## src/hw/rtl/evt_sat.sv

```systemverilog
// ----------------------------------------------------------------------------
// evt_sat: signed saturation
// Clamps a wide signed value to a narrower signed range and flags a clamp.
// ----------------------------------------------------------------------------
module evt_sat #(
	parameter int IW = 24,
	parameter int OW = 16
) (
	input  logic signed [IW-1:0] val,
	output logic        [OW-1:0] res,
	output logic                 clip
);

	localparam logic [OW-1:0] OUT_MAX = {1'b0, {(OW-1){1'b1}}};
	localparam logic [OW-1:0] OUT_MIN = {1'b1, {(OW-1){1'b0}}};

	logic [IW-OW:0] upper;

	// The value fits when all bits from the output sign upward agree.
	assign upper = val[IW-1:OW-1];
	assign clip  = !((&upper) || !(|upper));
	assign res   = clip ? (val[IW-1] ? OUT_MIN : OUT_MAX) : val[OW-1:0];

endmodule

```

## config.mk

```make
export PLATFORM = sky130hd
export DESIGN_NAME = evt_sat
export DESIGN_NICKNAME = d
export VERILOG_FILES = /design/src/hw/rtl/evt_sat.sv
export SDC_FILE = /design/constraint.sdc
export NUM_CORES = 1
export LEC_CHECK = 0
export BUFFER_PORTS_ARGS = -buffer_cell sky130_fd_sc_hd__buf_2
export CAP_MARGIN = 20
export CORE_AREA = 2 2 39 41
export DETAILED_ROUTE_END_ITERATION = 8
export DIE_AREA = 0 0 41 43
export PLACE_DENSITY_LB_ADDON = 0.1
export SETUP_SLACK_MARGIN = 0.15
export SLEW_MARGIN = 20
export SYNTH_ARGS = -nofsm -noshare
export SYNTH_HDL_FRONTEND = slang
export SYNTH_SLANG_ARGS = --single-unit
export TNS_END_PERCENT = 50
```

## constraint.sdc

```tcl
create_clock -name vclk -period 1.57
set_input_delay 0.314 -clock vclk [all_inputs]
set_output_delay 0.314 -clock vclk [all_outputs]
set_load 0.005 [all_outputs]
```

# == Word level (Yosys, flattened, before mapping) ==
# Cells that the tools add are included.
# word_totals
register_bits,0
word_cells,7
output_inout_bits,17
in_bits,24
# classes
n_reduce_logical,5
n_mux,2
# ops
op,n
two-way mux 16 bit,2
AND reduction 9 bit,1
OR reduction 9 bit,1
logical NOT 1 bit,2
logical OR 1 bit,1

# == Logic depth before layout (Yosys ltp) ==
# depth
depth_word,4
mapped_depth,5
ltp_nobuf,3

# == Worst setup path after synthesis ==
# Ideal clock, no wire load.
# synth_timing
path_kind,input -> output
start,in val[18]
end,out clip
n_path_buf,1
t_arrival_ps,1074
required_ps,1256
cell_stages,4
setup_slack_ps,182
cell_sequence,nor4_1 -> nand2_1 -> buf_6 -> o21a_1
# synth_between
elab_chain_cells,4
elab_cells_between_ends,5
classes_between,reduce/logical: 5
# synth_lines
element,line,text
"start, declared",9,"input logic signed [IW-1:0] val,"
OR reduction 9 bit,21,assign clip = !((&upper) || !(|upper));
logical NOT 1 bit,21,
logical OR 1 bit *,21,
logical NOT 1 bit *,21,
"end, declared",11,output logic clip
# Every way passes the cells marked *; elsewhere a longest branch is shown, timed or not.

# == Worst setup path after layout ==
# layout_timing
start,in val[17]
end,out clip
# Same word-level chain as after synthesis.

==> metrics.txt <==
vias in the first global route=392; via count=508; Final Critical Period=1.54 ns; total track usage=11.8%; CP Capture Type=output pin; Final GP Congestion=0.621; max_slew headroom=80.4%; Fillers=152; Final Util=43.6%; Syn Area/Cell=6.67 um2; endpoints failing setup=0; 1st-iter DRT viols=1; crit share post-route=98.0%; # placed instances=100; number of distinct library cells after synthesis=10; syn_nets=69; register area=0 um2; I/O Pins=41; start point of the worst min-delay path=val[4]; worst vdd ir=0.0000795 V; Cell Rows=14; first-pass GRT wire length=1.59 mm; drt wl/cell=11.5 um; pre-CTS setup slack=-0.0493 ns; initial antenna violation count=0; status=complete, no violations; aggregate global routing overflow=0; core footprint=1380 um2; Leak Pwr=0.000285 uW; Max Clk Rate=650 MHz; highest net fanout along the worst path=5; Via density=5.03; hold path depth=4; crit-path max cell delay=0.27 ns; Slowest-stage cell, CP=nor4_4; slew at the pin with the worst max-slew slack=0.293 ns; # nets final=111; number of sequential cells=0; RSZ-0062 raised after global routing=true; post-route setup slack=0.0309 ns; sequential fraction of the synthesis area=0%; max-slew violations=0; Setup Crit Path Kind=in2out; PortBufs=41; Hold Path Class=in2out; largest net degree at the start of global routing=19; Hold Crit Endpoint=res[4]; starting density of the core=21.7%; # Post-CTS Setup Buffers=0; Die H=43 um; routed wire length=1.16 mm; post-route ant nets=0; crit-path most repeated cell=buf_6; crit path DAT=1.23 ns; CTS Hold Bufs=0; DRC Markers=0; crit path cell chain=buf_6 > nor4_4 > nand2_2 > buf_6 > o21a_1 > buf_2; clock buf count=0; Syn Inst Count=45; die footprint=1760 um2; number of max-cap violations=0; Setup crit start kind=primary input; Detailed Place HPWL=870 um; Die Wd=41 um; final hold viol count=0; non-filler cells, final=101; power density over the cells=189 nW/um2; Critical Path RT=1.26 ns; synth-to-layout area growth=101%; diode count=0; Detailed Routing Iterations Pass 1=2; Top delay family on crit path=simple AND/OR/NAND/NOR gates; layout cell share with drive strength beyond 1=60.0%; Bufs and invs on worst path=3; mapped cell area=300 um2; synth warn=0
-- worst max path at each step --
stage | cells after the start | start | end
5_1_grt | 6 | val[16] | res[3]
6_report | 6 | val[17] | clip
3_3_place_gp | 6 | val[18] | clip
4_1_cts | 6 | val[15] | clip
3_5_place_dp | 6 | val[22] | clip
2_1_floorplan | 4 | val[18] | clip
-- power by group --
| group | internal, uW | switching (uW) |
|---|---|---|
| registers | 0 | 0 |
| clock network | 0 | 0 |
| logic | 64.9 | 49.2 |
| total | 64.9 | 49.2 |
-- stage by stage --
step,hold WS (ns),area [um2],setup TNS (ns),power [uW]
2_1_floorplan,0.737,300,0,40.9
3_3_place_gp,0.962,523,0,99.3
3_5_place_dp,0.959,523,-0.414,99.0
4_1_cts,0.962,584,0,110
5_1_grt,0.973,603,-0.0462,124
6_report,0.959,603,0,114
-- kinds of logic (layout without fill, tap and decap cells) --
| logic type | count (synthesis) | after routing | synth area share [%] |
|---|---|---|---|
| compound gates | 16 | 16 | 46.3 |
| buf+inv | 8 | 48 | 15.8 |
| simple gates | 21 | 21 | 37.9 |
-- layout make-up --
cell class	count	area [um2]	area share [%]
Timing Repair Buffer	48	298	49.4
Tap cell	16	20.0	3.32
Multi-Input combinational cell	37	285	47.3
-- per-layer routing --
metal | wire length [um] | global-route usage [%] | part of all wire, % | up-vias
met3 | 133 | 0 | 11 | 0
li1 | - | - | - | 263
met1 | 509 | 15.5 | 44 | 211
met2 | 515 | 21.6 | 44 | 34
met4 | 0 | 0 | 0 | 0
met5 | 0 | 0 | 0 | -
-- cell usage after synthesis --
library cell	n	area share (%)
nand3_1	16	27
a2bb2oi_1	15	44
clkbuf_1	3	3.7
and4_1	2	5.8
buf_4	2	5.0
clkbuf_2	2	3.3
nor4_1	2	4.2
buf_6	1	3.7
nand2_1	1	1.2
o21a_1	1	2.5
-- worst min-delay path: stages --
cell,delay [ns]
buf_2,0.10
nand3_1,0.05
a2bb2oi_1,0.05
buf_2,0.12
-- what timing repair did --
action	4_1_cts	5_1_grt
gates resized for setup	11	3
setup endpoints to repair	16	16
pin swaps	3	2
cloned	1	0
-- placed cells by master, fill, tap and decap left out, drive strengths merged --
| master | instances |
|---|---|
| nand2 | 1 |
| a2bb2oi | 15 |
| nor4 | 2 |
| nand3 | 16 |
| buf | 48 |
| o21a | 1 |
| and4 | 2 |
Power figures use the tool's default switching activity.
