File: src/hw/rtl/evt_pkg.sv
// ----------------------------------------------------------------------------
// evt_pkg: shared definitions of the vertex transform core
// Register layout and reset values, register indexes, the enable bundle of
// the rotation unit and the width growth of one plane rotation.
// ----------------------------------------------------------------------------
package evt_pkg;

	// Field widths of the configuration registers.
	localparam int TRIG_W          = 16;
	localparam int ROT_REG_W       = 2 * TRIG_W;
	localparam int VEC_REG_W       = 48;
	localparam int CFG_DATA_W      = 48;
	localparam int CFG_IDX_W       = 3;
	localparam int DEPTH_W         = 15;
	localparam int SCALE_W         = 16;
	localparam int SCALE_FRAC_BITS = 8;

	// Register stages from input transfer to output register.
	localparam int NUM_STAGES = 14;

	// Reset values: identity rotations, unit scale, no offset, depth 0.75.
	localparam logic [ROT_REG_W-1:0] ROT_RESET    = 32'h0000_4000;
	localparam logic [VEC_REG_W-1:0] SCALE_RESET  = 48'h0100_0100_0100;
	localparam logic [VEC_REG_W-1:0] OFFSET_RESET = 48'h0000_0000_0000;
	localparam logic [DEPTH_W-1:0]   DEPTH_RESET  = 15'd12288;

	// Configuration register indexes.
	typedef enum logic [CFG_IDX_W-1:0] {
		REG_MODEL_ROT_FIRST,
		REG_MODEL_ROT_SECOND,
		REG_MODEL_ROT_THIRD,
		REG_WORLD_ROT_FIRST,
		REG_WORLD_ROT_SECOND,
		REG_AXIS_SCALE,
		REG_TOTAL_OFFSET,
		REG_DEPTH_FACTOR
	} evt_reg_t;

	// Load enables of the two stages inside one rotation unit.
	typedef struct packed {
		logic mul;
		logic sum;
	} evt_rot_en_t;

	// Extra result bits of one plane rotation: the sum of two full products
	// is TRIG_W + 1 bits wider than the operand, then frac bits are dropped.
	function automatic int rot_grow(int frac);
		return (frac < TRIG_W + 1) ? (TRIG_W + 1 - frac) : 0;
	endfunction

endpackage

File: src/hw/rtl/evt_rot.sv
// ----------------------------------------------------------------------------
// evt_rot: two-stage plane rotation unit
// Maps (a, b) to (a*c - b*s, a*s + b*c) >> frac, rounding toward minus
// infinity. The first stage registers the four products, the second the
// shifted sums.
// ----------------------------------------------------------------------------
module evt_rot #(
	parameter int IW   = 16,
	parameter int FRAC = 14
) (
	input  logic                                         clk,
	input  evt_pkg::evt_rot_en_t                         en,
	input  logic signed [IW-1:0]                         a,
	input  logic signed [IW-1:0]                         b,
	input  logic        [evt_pkg::ROT_REG_W-1:0]         sc,
	output logic signed [IW+evt_pkg::rot_grow(FRAC)-1:0] na,
	output logic signed [IW+evt_pkg::rot_grow(FRAC)-1:0] nb
);

	import evt_pkg::*;

	localparam int PW = IW + TRIG_W;
	localparam int SW = PW + 1;
	localparam int OW = IW + rot_grow(FRAC);

	logic signed [TRIG_W-1:0] sin_v;
	logic signed [TRIG_W-1:0] cos_v;
	logic signed [PW-1:0]     ac_s1;
	logic signed [PW-1:0]     bs_s1;
	logic signed [PW-1:0]     as_s1;
	logic signed [PW-1:0]     bc_s1;
	logic signed [SW-1:0]     diff_a;
	logic signed [SW-1:0]     sum_b;
	logic signed [SW-1:0]     sh_a;
	logic signed [SW-1:0]     sh_b;
	logic signed [OW-1:0]     na_s2;
	logic signed [OW-1:0]     nb_s2;

	assign sin_v = sc[ROT_REG_W-1:TRIG_W];
	assign cos_v = sc[TRIG_W-1:0];

	// Product stage.
	always_ff @(posedge clk) begin
		if (en.mul) begin
			ac_s1 <= PW'(a) * PW'(cos_v);
			bs_s1 <= PW'(b) * PW'(sin_v);
			as_s1 <= PW'(a) * PW'(sin_v);
			bc_s1 <= PW'(b) * PW'(cos_v);
		end
	end

	// Sums are taken at full width; the arithmetic shift floors them.
	assign diff_a = SW'(ac_s1) - SW'(bs_s1);
	assign sum_b  = SW'(as_s1) + SW'(bc_s1);
	assign sh_a   = diff_a >>> FRAC;
	assign sh_b   = sum_b >>> FRAC;

	// Sum stage.
	always_ff @(posedge clk) begin
		if (en.sum) begin
			na_s2 <= sh_a[OW-1:0];
			nb_s2 <= sh_b[OW-1:0];
		end
	end

	assign na = na_s2;
	assign nb = nb_s2;

endmodule

File: config.mk
export PLATFORM = sky130hd
export DESIGN_NAME = evt_rot
export DESIGN_NICKNAME = d
export VERILOG_FILES = /design/src/hw/rtl/evt_pkg.sv /design/src/hw/rtl/evt_rot.sv
export SDC_FILE = /design/constraint.sdc
export NUM_CORES = 2
export LEC_CHECK = 0
export BUFFER_PORTS_ARGS = -buffer_cell sky130_fd_sc_hd__buf_2
export CAP_MARGIN = 25
export CORE_MARGIN = 5
export CORE_UTILIZATION = 67
export CTS_CLUSTER_DIAMETER = 30
export DETAILED_ROUTE_END_ITERATION = 12
export GPL_TIMING_DRIVEN = 0
export HOLD_SLACK_MARGIN = 0.15
export PLACE_DENSITY_LB_ADDON = 0.05
export REMOVE_ABC_BUFFERS = 1
export SLEW_MARGIN = 40
export SYNTH_ARGS = -nofsm -noshare
export SYNTH_HDL_FRONTEND = slang
export SYNTH_SLANG_ARGS = --single-unit
export TNS_END_PERCENT = 10
File: constraint.sdc
create_clock -name clk -period 8.2 [get_ports clk]
set_input_delay 0.82 -clock clk [delete_from_list [all_inputs] [get_ports clk]]
set_output_delay 0.82 -clock clk [all_outputs]
set_load 0.01 [all_outputs]
# Word level (Yosys, flattened, before mapping)
# Cells that the tools add are included.
[word_totals] elab_cells=12 ff_bits=166
[classes] n_mul=4 n_addsub=2
[ops] cell="$mul A16 B16 Y32" n=4
[ops] cell="$add A32 B32 Y33" n=1
[ops] cell="$sub A32 B32 Y33" n=1

# Logic depth before layout (Yosys ltp)
[depth] depth_word=1 depth_mapped=23

# Worst setup path before layout
# Ideal clock, no wire load.
[synth_path] path_type="input to register" startpoint="input a[15]" endpoint="register ac_s1[31] (data pin)" cell_stages=20 required_ps=7940 n_path_buf=1 path_slack_ps=1650 arrival_time_ps=6290 path_cell_list="clkbuf_1 -> nand2_1 -> inv_1 -> fa_1 -> fa_1 -> fa_1 -> fa_1 -> fa_1 -> inv_1 -> fa_1 -> inv_1 -> ha_1 -> a21oi_1 -> nor2b_1 -> nor2_1 -> o21ai_0 -> a2111oi_4 -> o31ai_1 -> a21oi_1 -> xnor2_1"
[synth_between] elab_chain_len=1
[synth_rtl] element="from (decl)" line="evt_rot.sv:13" rtl="input logic signed [IW-1:0] a,"
[synth_rtl] element="$mul A16 B16 Y32" line="evt_rot.sv:45" rtl="ac_s1 <= PW'(a) * PW'(cos_v);"
[synth_rtl] element="to (signal assigned)" line="evt_rot.sv:45"
[synth_rtl] element="to (decl)" line="evt_rot.sv:28" rtl="logic signed [PW-1:0] ac_s1;"
# Every way passes these cells.
# A chain may end at the register's enable or synchronous reset.

# Final worst setup path
[layout_path] startpoint="input sc[23] in the netlist's numbering" endpoint="register as_s1[31] (data pin)"
[layout_between] elab_chain_len=1
[layout_rtl] element="from (decl)" line="evt_rot.sv:15" rtl="input logic [evt_pkg::ROT_REG_W-1:0] sc,"
[layout_rtl] element="$mul A16 B16 Y32" line="evt_rot.sv:47" rtl="as_s1 <= PW'(a) * PW'(sin_v);"
[layout_rtl] element="to (signal assigned)" line="evt_rot.sv:47"
[layout_rtl] element="to (decl)" line="evt_rot.sv:30" rtl="logic signed [PW-1:0] as_s1;"
# Every way passes these cells.

==> summary.txt <==
Yosys
  – Top FF cell, synth: edfxtp_1
  – Synth area leaders: fa_1 (45%), edfxtp_1 (11%), ha_1 (10%), inv_1 (9.7%), and2_1 (6.8%)
  – Combinational family with the most area after synthesis: adder cells
  – Gate Count Post-Synth: 4838
  – Asr flop ratio synth: 0%
  – Post-Synthesis Cell Area: 46600 µm²
  – Post-synth EDFFs: 166
  – Compound-Gate Fraction of Synth Area: 5.70%
  – Simple-gate share of the synthesized area: 13.7%
  – Adder-cell share of the synthesized area: 55.5%
  – Xor and xnor fraction of the mapped netlist area: 3.12%
  – Yosys top cell area share: 45.1%
  – Register area share after synthesis: 10.7%
  – Post-synthesis mux area share: 0.0215%
  – Synth unique cells: 69
  – Warnings from Yosys: 0
  – Yosys reg bits: 166
  – Biggest area consumer among synthesized cells: fa_1
  – Top cells by count, synth: inv_1 (1200), fa_1 (1048), and2_1 (503)
  – Most frequent cell after synthesis: inv_1
  – Mapped Avg Cell Area: 9.62 µm²

Clocking
  – Hold-fix buffers at CTS: 0
  – Post-CTS setup repair buffer count: 0
  – Cts repair resizes: 0
  – H-Tree Depth: 4
  – Bufs on Longest Clock Path: 2
  – Clk_lat worst skew: 510 ps
  – Clk slew on worst S/H paths: 110 ps
  – CTS tree: done
  – CTS root buf: clkbuf_16
  – Clk sinks: 166
  – CTS buffer count: 17

Floorplanning
  – Placeable Area: 68700 µm²
  – Starting Density: 67.8%
  – DIE HEIGHT: 274 µm
  – Row cnt: 96
  – Die area: 74900 µm²
  – Die width: 274 µm
  – Io pins: 105

Worst setup path
  – Largest fanout on the critical path: 32
  – Worst path required time: 8390 ps
  – CP Cell Sequence: buf_2, nand2_1, fa_1, inv_1, fa_1, inv_1, fa_1, inv_1, fa_1, fa_1, inv_1, fa_1, inv_1, ha_1, nand2_1, o21ai_1, a2111oi_1, nor2_1, a311oi_1, o31ai_1, a21oi_1, xnor2_1
  – Crit-path slowest cell: buf_2
  – Most frequent CP cell: fa_1
  – Crit Path Class: primary input to flip-flop
  – CP Capture Type: flip-flop
  – Arrival time worst endpoint: 7840 ps
  – Buf/Inv on CP: 6
  – CP startpoint kind: primary input
  – CP top delay family: adder cells
  – CP peak stage delay: 670 ps

Detailed routing
  – Vias: 32400
  – Number of remaining DRC errors: 0
  – First DRT Iteration DRCs: 2427
  – Post-Route WL: 111000 µm
  – Routed Antenna Nets: 0
  – WL/cell: 19.4 µm
  – Avg Vias per Cell: 5.66
  – Drt pass-1 iters: 6

Hold path
  – Hold Path Class: flip-flop to flip-flop

Timing
  – Final Hold Fails: 0
  – Final Skew: 31.8 ps
  – Tcrit/Tclk final: 93.3%
  – Post-route minimum period: 7650 ps
  – Worst-Margin Slew: 945 ps
  – Fmax achieved: 131 MHz
  – RSZ-0062 raised after global routing: no
  – Slew margin rel.: 37.0%
  – Slew Limit Fails: 0
  – Setup violators final: 0

Layout
  – Number of nets in the layout: 6283
  – Filler Cell Count: 5415
  – Share of layout cells above drive strength 1: 3.38%
  – Non-filler cells in the finished layout: 5723
  – Area growth, synth to finish: 3.83%
  – Area of the multi-input gates: 36400 µm²
  – Reg area: 4980 µm²

Global routing
  – Initial antenna violation count: 1
  – Largest net degree at the start of global routing: 69
  – Overflow after GRT: 0
  – Vias in the first global route: 35300
  – First-pass GRT wire length: 186000 µm
  – Gr usage total: 32.0%

Placement
  – Post-DP HPWL: 83100 µm
  – IO Port Bufs: 104
  – Gpl congestion: 0.899
  – DP Cell Count: 5687

Status
  – Status: complete, no violations

Job
  – Max_cap viols: 0
-- registers in the layout, indices dropped and copies added, names as in the netlist --
register  flops
na           19
ac_s1        32
bc_s1        32
bs_s1        32
nb           19
as_s1        32
-- worst register-to-register path, cell delays in order (launching register included) --
cell and delay [ps]:
edfxtp_1 400, ha_1 330, a21o_1 170, a21o_1 160, a21oi_1 150, o31ai_1 160, a31o_2 310, a21oi_1 710
o21bai_1 340, a2111oi_0 500, nor3_1 100
-- worst paths after layout --
path | endpoint | slack, ps | cells after the start | start
setup / recovery | as_s1[31] | 550 | 22 | sc[23]
hold / removal | nb[16] | 700 | 2 | bc_s1[30]
setup reg to reg | na[9] | 4590 | 10 | ac_s1[5]
hold reg to reg | nb[16] | 700 | 2 | bc_s1[30]
-- routing by layer --
| metal | share of wire, % | vias up | track usage, % | routed length (µm) |
|---|---|---|---|---|
| met5 | 0 | - | 0 | 0 |
| met4 | 6.1 | 0 | 15.6 | 6800 |
| met3 | 7.3 | 264 | 4.63 | 8160 |
| met2 | 47 | 1201 | 52.3 | 52300 |
| met1 | 40 | 16600 | 42.5 | 43900 |
| li1 | - | 14300 | - | - |
-- layout by cell type, fill, tap and decap left out, types with 8 or more instances in the layout --
cell,Yosys,layout
xnor2_1,131,131
buf_2,0,91
nand2_1,501,501
nand2b_1,34,34
edfxtp_1,166,166
xor2_1,35,35
nor2b_1,14,14
o211ai_1,8,8
fa_1,1048,1048
inv_1,1200,1198
o31ai_1,9,9
a211oi_1,10,10
o21bai_1,20,20
o21ai_0,56,56
buf_4,0,15
a21oi_1,114,114
nand4_1,9,9
nand3_1,23,23
ha_1,390,390
and3_1,14,14
a21o_1,66,66
o21a_1,25,25
a31oi_1,10,10
clkbuf_16,0,17
nor2_1,128,128
o21ai_1,19,19
nor3_1,20,20
and2_1,503,503
-- layout make-up --
class,count,share of cell area [%]
clock buffers,18,0.888
flip-flops and latches,166,10.3
repair buffers,112,1.48
clock inverters,14,0.375
inverters,1201,9.33
well taps,931,2.41
multi-input cells,3280,75.2
diodes,1,0.00518
-- cell families (layout without fill, tap and decap cells) --
| group | count (synthesis) | after routing |
|---|---|---|
| DFF | 166 | 166 |
| adders and majority gates | 1438 | 1438 |
| AOI/OAI and AO/OA | 401 | 401 |
| muxes | 1 | 1 |
| other | 0 | 1 |
| xor gates and xnor gates | 166 | 166 |
| buffers and inverters | 1392 | 1345 |
| and+or+nand+nor | 1274 | 1274 |
-- through the flow --
stage / hold slack (ps) / area [µm²] / setup WS [ps] / TNS, ps / util, %
floorplan: 656 / 45800 / 1810 / 0 / -
global placement: 680 / 47500 / -53.5 / -53.5 / 69.2
detailed placement: 711 / 47600 / 21.6 / 0 / 69.3
CTS: 707 / 48200 / 539 / 0 / 70.2
global route: 750 / 48300 / 266 / 0 / 70.4
finish: 705 / 48300 / 548 / 0 / 70.4
Power is left out: the tool's default activity adds up to more than one toggle a clock period on the data nets, which glitch-free logic cannot reach.
